File: src/hw/rtl/hcbd_pkg.sv
// Shared types, character codes and helpers for the chunked body decoder.
`default_nettype none

package hcbd_pkg;

	// Default width of the chunk-size counter.
	localparam int unsigned SIZE_BITS_DEF = 32;

	// Characters that frame size lines and chunk data.
	localparam logic [7:0] CH_CR = 8'h0D;
	localparam logic [7:0] CH_LF = 8'h0A;

	// Decoder phase.
	typedef enum logic [2:0] {
		PH_SIZE    = 3'd0,
		PH_EXT     = 3'd1,
		PH_SIZE_LF = 3'd2,
		PH_DATA    = 3'd3,
		PH_DATA_CR = 3'd4,
		PH_DATA_LF = 3'd5,
		PH_DONE    = 3'd6,
		PH_ERR     = 3'd7
	} phase_t;

	// Kind of a result word.
	typedef enum logic [1:0] {
		KIND_DATA = 2'd0,
		KIND_END  = 2'd1,
		KIND_ERR  = 2'd2
	} kind_t;

	// One result of the decoder step.
	typedef struct packed {
		logic       vld;
		logic [7:0] data;
		kind_t      kind;
	} res_t;

	// Hex digit decode: bit 4 flags a digit, bits 3:0 carry its value.
	function automatic logic [4:0] hex_decode(input logic [7:0] c);
		logic [4:0] r;
		r = 5'd0;
		if (c inside {[8'h30:8'h39]}) begin
			r = {1'b1, c[3:0]};
		end else if (c inside {[8'h41:8'h46], [8'h61:8'h66]}) begin
			r = {1'b1, c[3:0] + 4'd9};
		end
		return r;
	endfunction

endpackage

`default_nettype wire

File: src/hw/rtl/hcbd_step.sv
// Per-byte decoder state machine with the chunk-size counter.
`default_nettype none

module hcbd_step
	import hcbd_pkg::*;
#(
	parameter int unsigned SIZE_BITS = SIZE_BITS_DEF
) (
	input  wire logic       clk,
	input  wire logic       arst_n,
	input  wire logic       en,
	input  wire logic [7:0] c,
	input  wire logic       start,
	output res_t            res
);

	phase_t               phase_q, ph, ph_n;
	logic [SIZE_BITS-1:0] rem_q, rem, rem_n;
	logic                 dig_q, dig, dig_n;
	logic [4:0]           hx;
	logic                 is_hex;
	logic                 ovf;
	logic                 rem_zero;
	logic                 rem_one;

	// A new body clears the state before the byte is taken.
	assign ph  = start ? PH_SIZE : phase_q;
	assign rem = start ? '0 : rem_q;
	assign dig = start ? 1'b0 : dig_q;

	assign hx       = hex_decode(c);
	assign is_hex   = hx[4];
	assign ovf      = (rem[SIZE_BITS-1 -: 4] != 4'd0);
	assign rem_zero = (rem == '0);
	assign rem_one  = (rem == SIZE_BITS'(1));

	// Next state.
	always_comb begin
		ph_n  = ph;
		rem_n = rem;
		dig_n = dig;
		case (ph)
			PH_SIZE: begin
				if (is_hex) begin
					if (ovf) begin
						ph_n = PH_ERR;
					end else begin
						rem_n = {rem[SIZE_BITS-5:0], hx[3:0]};
						dig_n = 1'b1;
					end
				end else if (!dig) begin
					ph_n = PH_ERR;
				end else begin
					ph_n = (c == CH_CR) ? PH_SIZE_LF : PH_EXT;
				end
			end
			PH_EXT: begin
				if (c == CH_CR) begin
					ph_n = PH_SIZE_LF;
				end
			end
			PH_SIZE_LF: begin
				if (c != CH_LF) begin
					ph_n = PH_ERR;
				end else if (rem_zero) begin
					ph_n = PH_DONE;
				end else begin
					ph_n = PH_DATA;
				end
			end
			PH_DATA: begin
				rem_n = rem - SIZE_BITS'(1);
				if (rem_one) begin
					ph_n = PH_DATA_CR;
				end
			end
			PH_DATA_CR: begin
				ph_n = (c != CH_CR) ? PH_ERR : PH_DATA_LF;
			end
			PH_DATA_LF: begin
				if (c != CH_LF) begin
					ph_n = PH_ERR;
				end else begin
					ph_n  = PH_SIZE;
					rem_n = '0;
					dig_n = 1'b0;
				end
			end
			default: begin
				ph_n = ph;
			end
		endcase
	end

	// Result of this byte, if any.
	always_comb begin
		res = '{vld: 1'b0, data: 8'd0, kind: KIND_DATA};
		case (ph)
			PH_SIZE: begin
				if ((is_hex && ovf) || (!is_hex && !dig)) begin
					res = '{vld: 1'b1, data: 8'd0, kind: KIND_ERR};
				end
			end
			PH_SIZE_LF: begin
				if (c != CH_LF) begin
					res = '{vld: 1'b1, data: 8'd0, kind: KIND_ERR};
				end else if (rem_zero) begin
					res = '{vld: 1'b1, data: 8'd0, kind: KIND_END};
				end
			end
			PH_DATA: begin
				res = '{vld: 1'b1, data: c, kind: KIND_DATA};
			end
			PH_DATA_CR: begin
				if (c != CH_CR) begin
					res = '{vld: 1'b1, data: 8'd0, kind: KIND_ERR};
				end
			end
			PH_DATA_LF: begin
				if (c != CH_LF) begin
					res = '{vld: 1'b1, data: 8'd0, kind: KIND_ERR};
				end
			end
			default: begin
				res = '{vld: 1'b0, data: 8'd0, kind: KIND_DATA};
			end
		endcase
	end

	// State registers advance once per byte taken.
	always_ff @(posedge clk or negedge arst_n) begin
		if (!arst_n) begin
			phase_q <= PH_SIZE;
			rem_q   <= '0;
			dig_q   <= 1'b0;
		end else if (en) begin
			phase_q <= ph_n;
			rem_q   <= rem_n;
			dig_q   <= dig_n;
		end
	end

endmodule

`default_nettype wire

File: src/hw/rtl/http_chunked_body_decoder.sv
// Top level of the HTTP/1.1 chunked body decoder: input register, step logic, result register.
`default_nettype none

// The decoder takes one body byte per cycle and gives at most one result word per byte:
// a payload byte, an end-of-body mark after the zero-size chunk, or a format error. A byte
// lands in an input register, the state machine and size counter work on it there, and
// its result is then held in the output register; throughput is one byte per cycle while
// out_ready stays high. The input register takes a new word whenever it is empty or its
// word moves on, so in_ready follows out_ready combinationally only while both registers
// hold a word.
// After an error or the end of a body, bytes are swallowed until start_body is set.
module http_chunked_body_decoder
	import hcbd_pkg::*;
#(
	parameter int unsigned SIZE_BITS = SIZE_BITS_DEF
) (
	input  wire logic       clk,
	input  wire logic       arst_n,
	input  wire logic       in_valid,
	output logic            in_ready,
	input  wire logic [7:0] data_byte,
	input  wire logic       start_body,
	output logic            out_valid,
	input  wire logic       out_ready,
	output logic [7:0]      out_byte,
	output logic [1:0]      kind
);

	logic       valid_s1;
	logic [7:0] data_s1;
	logic       start_s1;
	logic       out_valid_q;
	logic [7:0] out_byte_q;
	kind_t      kind_q;
	logic       adv;
	res_t       res;

	// The stage-one word moves on when the result register is free or being drained.
	assign adv      = valid_s1 && (!out_valid_q || out_ready);
	assign in_ready = !valid_s1 || adv;

	// Input register control.
	always_ff @(posedge clk or negedge arst_n) begin
		if (!arst_n) begin
			valid_s1 <= 1'b0;
		end else if (in_ready) begin
			valid_s1 <= in_valid;
		end
	end

	// Input register payload.
	always_ff @(posedge clk) begin
		if (in_ready && in_valid) begin
			data_s1  <= data_byte;
			start_s1 <= start_body;
		end
	end

	hcbd_step #(
		.SIZE_BITS(SIZE_BITS)
	) u_step (
		.clk   (clk),
		.arst_n(arst_n),
		.en    (adv),
		.c     (data_s1),
		.start (start_s1),
		.res   (res)
	);

	// Result register control.
	always_ff @(posedge clk or negedge arst_n) begin
		if (!arst_n) begin
			out_valid_q <= 1'b0;
		end else if (adv) begin
			out_valid_q <= res.vld;
		end else if (out_ready) begin
			out_valid_q <= 1'b0;
		end
	end

	// Result register payload.
	always_ff @(posedge clk) begin
		if (adv && res.vld) begin
			out_byte_q <= res.data;
			kind_q     <= res.kind;
		end
	end

	assign out_valid = out_valid_q;
	assign out_byte  = out_byte_q;
	assign kind      = kind_q;

	// An empty input register always takes a word.
	a_empty_ready: assert property (@(posedge clk) disable iff (!arst_n)
		!valid_s1 |-> in_ready)
		else $error("input register empty but not ready");

	// A stalled stage-one word is neither lost nor changed.
	a_s1_hold: assert property (@(posedge clk) disable iff (!arst_n)
		valid_s1 && !adv |=> valid_s1 && $stable(data_s1) && $stable(start_s1))
		else $error("stalled input word changed");

	// End and error marks carry a zero byte.
	a_mark_zero: assert property (@(posedge clk) disable iff (!arst_n)
		out_valid && (kind != KIND_DATA) |-> out_byte == 8'd0)
		else $error("non-payload result with nonzero byte");

endmodule

`default_nettype wire

File: config.mk
export PLATFORM = sky130hd
export DESIGN_NAME = http_chunked_body_decoder
export DESIGN_NICKNAME = d
export VERILOG_FILES = /design/src/hw/rtl/hcbd_pkg.sv /design/src/hw/rtl/hcbd_step.sv /design/src/hw/rtl/http_chunked_body_decoder.sv
export SDC_FILE = /design/constraint.sdc
export NUM_CORES = 1
export LEC_CHECK = 0
export BUFFER_PORTS_ARGS = -buffer_cell sky130_fd_sc_hd__buf_2
export CAP_MARGIN = 10
export CORE_UTILIZATION = 45
export DETAILED_ROUTE_END_ITERATION = 10
export HOLD_SLACK_MARGIN = 0.12
export PLACE_DENSITY = 0.62
export SYNTH_ARGS = -nofsm -noshare
export SYNTH_HDL_FRONTEND = slang
export SYNTH_HIERARCHICAL = 1
export SYNTH_SLANG_ARGS = --single-unit
export TNS_END_PERCENT = 5
File: constraint.sdc
create_clock -name clk -period 2.9 [get_ports clk]
set_input_delay 0.725 -clock clk [delete_from_list [all_inputs] [get_ports clk]]
set_output_delay 0.725 -clock clk [all_outputs]
set_load 0.05 [all_outputs]
Word-level counts from Yosys, hierarchy flattened:

Index checks and enable logic that the tools add are counted.

* logic and storage cells: 78
* memory bits (read-only): 0
* memories kept: 0
* flip-flop bits (word level): 57
* RAM bits: 0
* bits of input ports: 13
* output and inout bits: 12
* latch bits: 0

* muxes and demuxes: 32
* add/sub/neg operators: 2
* shift-type cells: 0
* multipliers: 0
* bitwise logic cells: 0
* eq/ne operators: 9
* $lt $le $gt $ge: 6
* divide/modulo/power cells: 0
* reduce and logical (&&, ||, !) cells: 20

Operators with widths (count)
* $mux 32: 4
* $pmux 32 s3: 1
* $mux 11: 5
* $pmux 11 s5: 1
* $eq 32x1->1 const B: 1
* $logic_not 32->1: 1
* $sub 32x1->32 const B: 1
* $mux 3: 9
* $pmux 3 s6: 1
* $ge 8x7->1 const B: 2
* $le 8x7->1 const B: 2
* $ne 8x4->1 const B: 2
* $mux 5: 2
* $eq 8x4->1 const B: 1
* $ge 8x6->1 const B: 1
* $le 8x6->1 const B: 1
* $logic_and 1x1->1: 8
* $eq 3x2->1 const B: 2
* $eq 3x3->1 const B: 2
* $mux 1: 6
* $add 4x4->4 const B: 1
* $logic_not 1->1: 4
* $mux 2: 2
* $reduce_bool 2->1: 2
* other kinds (5): 7

Depth between registers and ports, before layout:

Gate-level depths: netlist of run 1.

* word-level depth: 11
* gate-level depth with buffers: 10

Modules after synthesis:

The synthesis of run 1 kept the hierarchy.

Modules (own cells, without submodules)
* hcbd_step: area an instance 3190.6 µm², instances 1, cells an instance 398, seq. area each 900.9 µm²
* http_chunked_body_decoder: area an instance 679.4 µm², instances 1, cells an instance 29, seq. area each 620.6 µm²

Worst setup path before layout of run 1:

OpenSTA, ideal clock, no wires.

* kind: flip-flop to flip-flop
* from: reg u_step.rem_q[28]
* to: reg kind_q[0] (netlist: kind[0]), enable pin
* setup time: 0.377 ns
* slack: -0.052 ns
* buffers on the path: 0
* arrival: 2.575 ns
* clock period less this slack: 2.952 ns
* required time: 2.523 ns
* cell stages (with the launch flop): 9
* cells stage by stage: dfrtp_1 or4_4 nand3b_4 or4_4 and2_2 nand3b_1 nand3b_1 nand2_1 nor2b_1

RTL lines
* start, declared: RTL line hcbd_step.sv:18 `logic [SIZE_BITS-1:0] rem_q, rem, rem_n;`
* start signal, assigned: RTL line hcbd_step.sv:138 `rem_q <= rem_n;`
* end signal, assigned: RTL line http_chunked_body_decoder.sv:85 `kind_q <= res.kind;`
* end, declared: RTL line http_chunked_body_decoder.sv:34 `kind_t kind_q;`

==> summary.txt, run 1 <==
Cells and area
  • Share of cells above drive strength 1: 0.2290
  • Nets: 489
  • Area grow syn2layout: 16.20%
  • Fillers: 771
  • # diodes: 0

Power and ir drop
  • Max IR drop VDD: 525.5 µV
  • Leakage: 1.834 nW
  • Cell area power density: 886.1 nW/µm²

Placed design
  • IO Port Bufs: 24
  • Placement Setup Slack: 0.1116 ns
  • Final HPWL DP: 7963 µm
  • RePlAce Congestion: 0.9073

Worst setup path
  • Worst Path Buf+Inv: 1
  • RR Startpoint: u_step/rem_q[29]
  • Register-to-Register Setup Slack: 0.12 ns
  • Crit path DAT: 2.82 ns
  • Kind of critical path: reg2reg
  • Worst EP required: 2.94 ns
  • CP top delay family: simple AND/OR/NAND/NOR gates
  • Critical path's slowest cell: or4_4
  • Crit-path cells: or4_4 > nand3b_4 > or4_4 > and2_2 > nand3b_1 > nand3b_1 > nand2_1 > nor2b_2 > buf_4
  • Crit path capture type: register
  • Worst reg2reg path depth: 9
  • Reg2reg end: out_byte[6]
  • Crit Path Max Fanout: 10
  • Worst path max stage delay: 0.55 ns
  • Setup crit start kind: register

Floorplan
  • Initial Utilization: 0.4686
  • Die area: 8975 µm²
  • Core box area: 8258 µm²
  • Top-level I/O count: 25
  • Row count: 33
  • Die X-Extent: 94.74 µm
  • Die H: 94.74 µm

Timing
  • Clk_skew: 0.008648 ns
  • Tmin final: 2.779 ns
  • Final hold violation count: 0
  • Period Utilization, post-route: 0.9584
  • Tightest Pin Transition: 0.9274 ns
  • Max Freq: 359.8 MHz
  • Slew margin rel.: 0.3817
  • Final setup violation count: 0
  • Slew Limit Fails: 0
  • RSZ-0062 raised after global routing: no
  • Final worst slack: 0.1207 ns
  • Setup TNS Final: 0 ns

Run status
  • Status: finished, final reports clean

Clock tree
  • Reg clk slew, reported paths: 0.07 ns
  • Clk buf depth: 2
  • CTS tree: done
  • H-tree depth: 3
  • CTS buffer count: 9
  • Root buffer cell: clkbuf_8
  • Clock sinks: 57
  • Clk Latency, worst-skew pair: 0.34 ns

Detailed routing
  • Vias per cell: 6.544
  • First-pass DRT Iterations: 5
  • Post-DRT Antenna Nets: 0
  • Drt wl/cell: 19.88 µm
  • Post-route DRC: 0
  • Detailed-route via count: 3802
  • Initial DRC count: 302
  • Routed WL: 11550 µm

Global route
  • Vias in the first global route: 3634
  • Gr usage total: 0.2770
  • Initial antenna violation count: 0
  • First-pass GRT wire length: 18610 µm
  • Pin count of the biggest net entering global routing: 39
  • Total congestion overflow: 0

Synthesis
  • Ys flop type: dfrtp_1
  • Yosys warns: 6
  • Seq cells post-synth: 57
  • Number of flops mapped to enable cells by yosys: 19
  • Yosys top cell area share: 0.2457
  • Post-Syn Instances: 427
  • Sequential fraction of the synthesis area: 0.3931
  • Async SR Flop Fraction: 0.6667
  • Yosys top cell by area: dfrtp_1
  • Syn Nets: 445
  • Avg Synthesized Cell Area: 9.063 µm²
  • Distinct cell type count after synthesis: 84
  • Synth top area cells: dfrtp_1, edfxtp_1, a21oi_1
  • Cell Area, Synth: 3870 µm²

Min path
  • HP Class: reg2reg
  • Hold endpoint: u_step/dig_q
  • Hold_sp: u_step/dig_q
  • Hold Path Cell Cnt: 2

Job
  • Max-Cap Viols: 0
metal layers:
layer,wire length (µm),track usage,share of wire,up-vias
met4,322,0.1288,0.028,0
met5,0,0,0,-
met2,5026,0.3987,0.44,187
li1,-,-,-,1732
met1,5153,0.3927,0.45,1847
met3,1050,0.06280,0.091,36
cell usage in the layout, fill, tap and decap left out, drive strengths merged, types with 5 or more instances in the layout:
cell     n
a211oi   6
a21oi   35
a22o     5
a31oi    6
and2    12
buf     62
clkbuf  11
dfrtp   38
edfxtp  19
ha       5
inv     12
nand2   37
nand3   11
nand3b   6
nor2    34
nor3    17
nor4    10
o211ai   6
o21ai   30
o22ai    5
o31ai    5
xor2     5
cell usage after synthesis, drive strengths merged (10+ instances only):
master	n
nand3	11
nor2	34
edfxtp	19
nor3	17
nor4	10
o21ai	30
and2	12
clkbuf	22
dfrtp	38
a21oi	35
inv	12
nand2	37
cell type report:
class                   instances  area, µm²  share of cell area
repair buffers                 62      405.4             0.09015
multi-input cells             328       2193              0.4878
flip-flops and latches         57       1521              0.3383
clock inverters                 5      55.05             0.01224
well taps                     105      131.4             0.02922
inverters                      13      48.80             0.01085
clock buffers                  11      141.4             0.03144
logic make-up (layout without fill, tap and decap cells):
kind of cell | Yosys count | count (layout) | share of synthesized area
buffers and inverters | 42 | 91 | 0.05076
flip-flops | 57 | 57 | 0.3931
AND/OR/NAND/NOR | 156 | 156 | 0.2260
AO/OA/AOI/OAI | 155 | 155 | 0.2855
adder cells (fa/ha/maj) | 5 | 5 | 0.01617
multiplexers | 3 | 3 | 0.008083
XOR/XNOR | 9 | 9 | 0.02037
tightest hold or removal path: cells and delay by family (launching register included):
family          cells  cell delay, ns
compound gates      1            0.08
simple gates        1            0.04
flops               1            0.34
state kept, by name, summed over array words and instances, names as in the netlist, 2 cells and up:
signal	flops
data_s1	8
kind	2
out_byte	8
u_step/phase_q	3
u_step/rem_q	32
report_power, final:
part	switching, W	leakage (nW)	internal [W]
registers	0.000323	0.670	0.00107
logic	0.00111	1.07	0.000725
clock network	0.000336	0.0953	0.000417
total	0.00177	1.83	0.00222
worst max-delay path by stage:
stage / depth (start not counted) / to / slack (ns) / startpoint
after floorplan: 8 / kind[0] / 0.13 / u_step/rem_q[28]
after global placement: 9 / out_byte[5] / 0.19 / u_step/rem_q[26]
after detailed placement: 8 / u_step/rem_q[28] / 0.11 / data_s1[1]
after CTS: 9 / kind[1] / 0.1 / u_step/rem_q[26]
after global routing: 9 / out_byte[1] / 0.01 / u_step/rem_q[18]
final: 9 / out_byte[6] / 0.12 / u_step/rem_q[29]
stage by stage:
stage                     hold WS (ns)  area, µm²  cells  utilization  total power [W]
after floorplan                 0.4294       3872    427            -         0.002549
after global placement          0.4598       4277    565       0.5179         0.003160
after detailed placement        0.4939       4277    565       0.5179         0.003190
after CTS                       0.5094       4473    581       0.5417         0.003952
after global routing            0.5219       4497    581       0.5445         0.004230
final                           0.5025       4497    581       0.5445         0.003985
repair_timing:
item,in CTS,in global routing
setup endpoints to repair,0,13
hold buffers,0,0
setup buffers,0,0
hold endpoints to repair,0,0
resized for setup,0,5
Power figures use the tool's default switching activity.
==> inputs of run 2 (changes only) <==
Settings changed: CTS_BUF_LIST set to sky130_fd_sc_hd__clkbuf_4.
==> summary.txt, run 2 (same netlist as run 1, synthesis figures left out) <==
Run status
  • Status: finished, final reports clean

Floorplan
  • Row count: 33 (unchanged)
  • Core box area: 8258 µm² (unchanged)
  • Top-level I/O count: 25 (unchanged)
  • Die X-Extent: 94.74 µm (unchanged)
  • Initial Utilization: 0.4686 (unchanged)
  • Die H: 94.74 µm (unchanged)
  • Die area: 8975 µm² (unchanged)

Detailed routing
  • First-pass DRT Iterations: 5 (unchanged)
  • Post-route DRC: 0 (unchanged)
  • Initial DRC count: 350 (+16%)
  • Detailed-route via count: 3772 (-0.79%)
  • Routed WL: 11500 µm (-0.49%)
  • Post-DRT Antenna Nets: 0 (unchanged)
  • Drt wl/cell: 19.79 µm (-0.49%)
  • Vias per cell: 6.492 (-0.79%)

Clock tree
  • CTS buffer count: 9 (unchanged)
  • CTS tree: done
  • Clk buf depth: 2 (unchanged)
  • CTS Hold Bufs: 0 (unchanged)
  • Root buffer cell: clkbuf_4
  • Reg clk slew, reported paths: 0.12 ns (+0.05 ns)
  • H-tree depth: 3 (unchanged)
  • Clk Latency, worst-skew pair: 0.42 ns (+0.08 ns)
  • Clock sinks: 57 (unchanged)

Worst setup path
  • Crit path DAT: 2.91 ns (+0.09 ns)
  • RR Startpoint: u_step/rem_q[29]
  • Crit-path cells: or4_4 > nand3b_4 > or4_4 > and2_2 > nand3b_1 > nand3b_1 > nand2_1 > nor2b_2 > buf_6
  • Reg2reg end: out_byte[6]
  • Setup crit start kind: register
  • Critical path's slowest cell: or4_4
  • Kind of critical path: reg2reg
  • Worst path max stage delay: 0.55 ns (about the same)
  • Crit Path Max Fanout: 10 (unchanged)
  • Worst EP required: 3.03 ns (+0.09 ns)
  • Register-to-Register Setup Slack: 0.12 ns (about the same)
  • Worst reg2reg path depth: 9 (unchanged)
  • Crit path capture type: register

Cells and area
  • # diodes: 0 (unchanged)
  • Max reg flops: 32 (unchanged)
  • Area grow syn2layout: 14.68%
  • Share of cells above drive strength 1: 0.2290 (unchanged)
  • Largest register by flop count: u_step/rem_q
  • Final Core Density: 0.5374 (-0.007121)
  • Nets: 489 (unchanged)
  • Most common cell after layout, fill and taps aside: dfrtp_1
  • Commonest non-fill, non-tap cells in the layout: dfrtp_1, buf_4, nand2_1, a21oi_1, nor2_1

Timing
  • Period Utilization, post-route: 0.9583 (about the same)
  • RSZ-0062 raised after global routing: no
  • Slew margin rel.: 0.3837 (+0.001994)
  • Max Freq: 359.8 MHz (about the same)
  • Tightest Pin Transition: 0.9245 ns (-0.002990 ns)
  • Slew Limit Fails: 0 (unchanged)
  • Clk_skew: 0.02161 ns (+0.01296 ns)
  • Final setup violation count: 0 (unchanged)
  • Setup TNS Final: 0 ns (unchanged)
  • Tmin final: 2.779 ns (-0.0001050 ns)
  • Final hold violation count: 0 (unchanged)

Global route
  • Vias in the first global route: 3635 (+0.028%)
  • First-pass GRT wire length: 18560 µm (-0.26%)
  • Pin count of the biggest net entering global routing: 39 (unchanged)
  • Total congestion overflow: 0 (unchanged)
  • Gr usage total: 0.2766 (-0.0003430)
  • Initial antenna violation count: 0 (unchanged)

Power and ir drop
  • Cell area power density: 859.6 nW/µm² (-3.0%)
  • Max IR drop VDD: 439.2 µV (-16%)
  • Post-layout power: 0.003815 W (-4.3%)
  • Leakage: 1.810 nW (-1.3%)

Job
  • Max-Cap Viols: 0 (unchanged)

Placed design
  • Final HPWL DP: 7963 µm (unchanged)
  • IO Port Bufs: 24 (unchanged)
  • RePlAce Congestion: 0.9073 (unchanged)

Min path
  • HP Class: in2async
## run 2: changes by cell type in the layout (fill, tap and decap cells not counted)
cell / before / now
clkbuf_4: 0 / 10
buf_4: 38 / 37
buf_6: 0 / 1
clkinv_1: 1 / 2
clkbuf_1: 1 / 0
clkbuf_8: 10 / 0
## run 2: how the worst max path moves through the flow
stage / cells past startpoint / slack [ns] / startpoint / end
floorplan: 8 / 0.13 / u_step/rem_q[28] / kind[0]
global placement: 9 / 0.19 / u_step/rem_q[26] / out_byte[5]
detailed placement: 8 / 0.11 / data_s1[1] / u_step/rem_q[28]
CTS: 9 / 0.08 / u_step/rem_q[26] / kind[1]
global route: 9 / 0.02 / u_step/rem_q[26] / out_byte[1]
finish: 9 / 0.12 / u_step/rem_q[29] / out_byte[6]
## run 2: metrics by stage
step,cells,hold WS [ns],cell area [µm²],worst slack (ns)
final,581,0.4272,4438,0.1208
after global routing,581,0.4536,4438,0.01508
after floorplan,427,0.4294,3872,0.1338
after global placement,565,0.4598,4277,0.1944
after detailed placement,565,0.4939,4277,0.1116
after CTS,581,0.4674,4410,0.08022
## run 2: per-layer routing
layer,global-route usage,part of all wire,vias up
met4,0.1263,0.022,0
met3,0.06602,0.084,27
li1,-,-,1724
met5,0,0,-
met1,0.3952,0.44,1858
met2,0.3933,0.45,163
## run 2: layout make-up
| type | instances | area (µm²) |
|---|---|---|
| clock buffers | 10 | 75.07 |
| flip-flops and latches | 57 | 1521 |
| repair buffers | 62 | 409.1 |
| fillers | 779 | 3820 |
| inverters | 13 | 48.80 |
| clock inverters | 6 | 58.81 |
| well taps | 105 | 131.4 |
| multi-input cells | 328 | 2193 |
## run 2: what timing repair did
action                     in CTS  in global routing
gates resized for setup         0                  6
setup buffers                   0                  0
setup endpoints to repair       0                 13
## run 2: worst max-delay path, delay by kind of cell, from the launching register on
kind,cells,cell delay (ns)
AND/OR/NAND/NOR,8,1.87
buffers and inverters,1,0.16
flip-flops,1,0.45
## run 2: power by group
part	total [W]	switching, W	internal (W)	leakage (nW)
clock network	0.000585	0.000319	0.000266	0.0698
logic	0.00184	0.00111	0.000727	1.07
registers	0.00139	0.000321	0.00107	0.670
==> inputs of run 3 (changes only) <==
Settings changed: CORE_ASPECT_RATIO set to 2.
==> summary.txt, run 3 (same netlist as run 1, synthesis figures left out) <==
Job
  • Max-Cap Viols: 0 (unchanged)

Cells and area
  • Commonest non-fill, non-tap cells in the layout: buf_4, dfrtp_1, nand2_1, a21oi_1, nor2_1
  • Max reg flops: 32 (unchanged)
  • Area grow syn2layout: 17.14%
  • Largest register by flop count: u_step/rem_q
  • Nets: 497 (+1.6%)
  • Share of cells above drive strength 1: 0.2417 (+0.01274)
  • Post-route cell area: 4533 µm² (+2.1%)
  • Most common cell after layout, fill and taps aside: buf_4

Floorplan
  • Die area: 8998 µm² (+0.26%)
  • Top-level I/O count: 25 (unchanged)
  • Initial Utilization: 0.4667 (-0.001909)
  • Die H: 133.2 µm (+41%)
  • Row count: 47 (+42%)
  • Core box area: 8292 µm² (+0.41%)
  • Die X-Extent: 67.58 µm (-29%)

Worst setup path
  • Worst path max stage delay: 0.55 ns (about the same)
  • Crit-path cells: or4_4 > nand3b_4 > or4_4 > and2_2 > nand3b_1 > nand3b_1 > nand2_1 > nor2b_2 > buf_12
  • Critical path's slowest cell: or4_4
  • Worst Path Buf+Inv: 1 (unchanged)
  • Crit path capture type: register
  • Worst EP required: 3.04 ns (about the same)
  • Crit Path Max Fanout: 10 (unchanged)
  • Crit path DAT: 2.90 ns (about the same)
  • Setup crit start kind: register
  • Kind of critical path: reg2reg
  • CP top delay family: simple AND/OR/NAND/NOR gates

Detailed routing
  • Detailed-route via count: 3845 (+1.9%)
  • Routed WL: 12830 µm (+12%)
  • Post-route DRC: 0 (unchanged)
  • Post-DRT Antenna Nets: 0 (unchanged)
  • Vias per cell: 6.595 (+1.6%)
  • Initial DRC count: 358 (+2.3%)
  • Drt wl/cell: 22.01 µm (+11%)
  • First-pass DRT Iterations: 5 (unchanged)

Timing
  • Max Freq: 361.8 MHz (+0.56%)
  • Setup TNS Final: 0 ns (unchanged)
  • Final setup violation count: 0 (unchanged)
  • Clk_skew: 0.01155 ns (-0.01006 ns)
  • Slew margin rel.: 0.3887 (+0.004983)
  • Final hold violation count: 0 (unchanged)
  • Period Utilization, post-route: 0.9530 (-0.005353)
  • RSZ-0062 raised after global routing: no
  • Final hold slack: 0.4261 ns (-0.001087 ns)
  • Tightest Pin Transition: 0.9170 ns (-0.007475 ns)
  • Tmin final: 2.764 ns (-0.01553 ns)
  • Slew Limit Fails: 0 (unchanged)

Power and ir drop
  • Int Pwr: 0.002180 W (+5.5%)
  • Comb pwr share: 0.492 (+0.011)
  • Leakage: 1.867 nW (+3.2%)
  • Sw frac: 0.4527 (-0.005790)
  • Psw: 0.001803 W (+3.1%)
  • Post-layout power: 0.003983 W (+4.4%)
  • Max IR drop VDD: 534.0 µV (+22%)
  • Clock power frac: 0.165 (+0.012)
  • Cell area power density: 878.6 nW/µm² (+2.2%)
  • Share of power burned in registers: 0.342 (-0.023)

Placed design
  • Final HPWL DP: 9323 µm (+17%)
  • Placed inst area: 4330 µm² (+1.3%)
  • IO Port Bufs: 24 (unchanged)
  • RePlAce Congestion: 0.9650 (+6.4%)

Global route
  • First-pass GRT wire length: 20450 µm (+10%)
  • Total congestion overflow: 0 (unchanged)
  • Pin count of the biggest net entering global routing: 39 (unchanged)
  • Gr usage total: 0.3126 (+0.03595)
  • Initial antenna violation count: 1 (+1)
  • Vias in the first global route: 3874 (+6.6%)

Clock tree
  • Clk buf depth: 2 (unchanged)
  • CTS buffer count: 9 (unchanged)
  • CTS tree: done
  • Root buffer cell: clkbuf_4
  • Clock sinks: 57 (unchanged)
  • H-tree depth: 3 (unchanged)
  • CTS Hold Bufs: 0 (unchanged)
  • Reg clk slew, reported paths: 0.10 ns (-0.02 ns)
  • Clk Latency, worst-skew pair: 0.42 ns (about the same)

Min path
  • HP Class: in2async

Run status
  • Status: finished, final reports clean
[run 3: cell types whose count changed in the layout (fill, tap and decap cells not counted)]
cell        change
bufinv_16       +1
clkbuf_4        -1
buf_12          +2
dfrtp_2         +1
clkinvlp_4      -1
dfrtp_1         -1
diode_2         +1
buf_4           +7
buf_6           -1
clkinv_1        +1
[run 3: what timing repair did]
item,in CTS,in global routing
endpoints found under the setup margin,0,14
buffers inserted,0,3
resized for setup,0,6
[run 3: power groups by stage]
stage	Sequential, W	Combinational (W)	Clock [W]
finish	0.00136	0.00196	0.000658
global route	0.00139	0.00211	0.000703
CTS	0.00136	0.00192	0.000670
detailed placement	0.00137	0.00191	0
global placement	0.00136	0.00190	0
floorplan	0.00141	0.00114	0
[run 3: area by class of cell]
cell class | instances | area, µm²
inverter | 13 | 48.80
tap | 98 | 122.6
antenna | 1 | 2.502
sequential | 57 | 1523
multi-input combinational | 328 | 2193
clock inverter | 7 | 85.08
clock buffer | 9 | 67.56
fill | 764 | 3759
timing repair buffer | 70 | 490.5
[run 3: per-stage QoR]
step           instances    util  setup slack (ns)
3_3_place_gp         563  0.5223            0.1704
3_5_place_dp         563  0.5223            0.1314
2_1_floorplan        427       -            0.1338
6_report             583  0.5467            0.1364
5_1_grt              583  0.5467           0.02444
4_1_cts              579  0.5407           0.07661
[run 3: final timing paths]
path / startpoint / end / slack (ns) / cells after the start
min in group clk: data_byte[0] / data_s1[0] / 0.47 / 1
setup reg to reg: u_step/rem_q[29] / out_byte[2] / 0.14 / 9
hold / removal: arst_n / u_step/rem_q[23] / 0.43 / 1
max in group asynchronous: arst_n / u_step/rem_q[29] / 1.85 / 1
setup / recovery: u_step/rem_q[29] / out_byte[2] / 0.14 / 9
hold reg to reg: u_step/dig_q / u_step/dig_q / 0.50 / 2
[run 3: routing by layer]
layer | GRT usage | up-vias | wire [µm]
met5 | 0 | - | 0
met4 | 0.1927 | 0 | 647
met3 | 0.04195 | 48 | 626
met2 | 0.5380 | 175 | 7080
met1 | 0.3446 | 1880 | 4475
li1 | - | 1742 | -
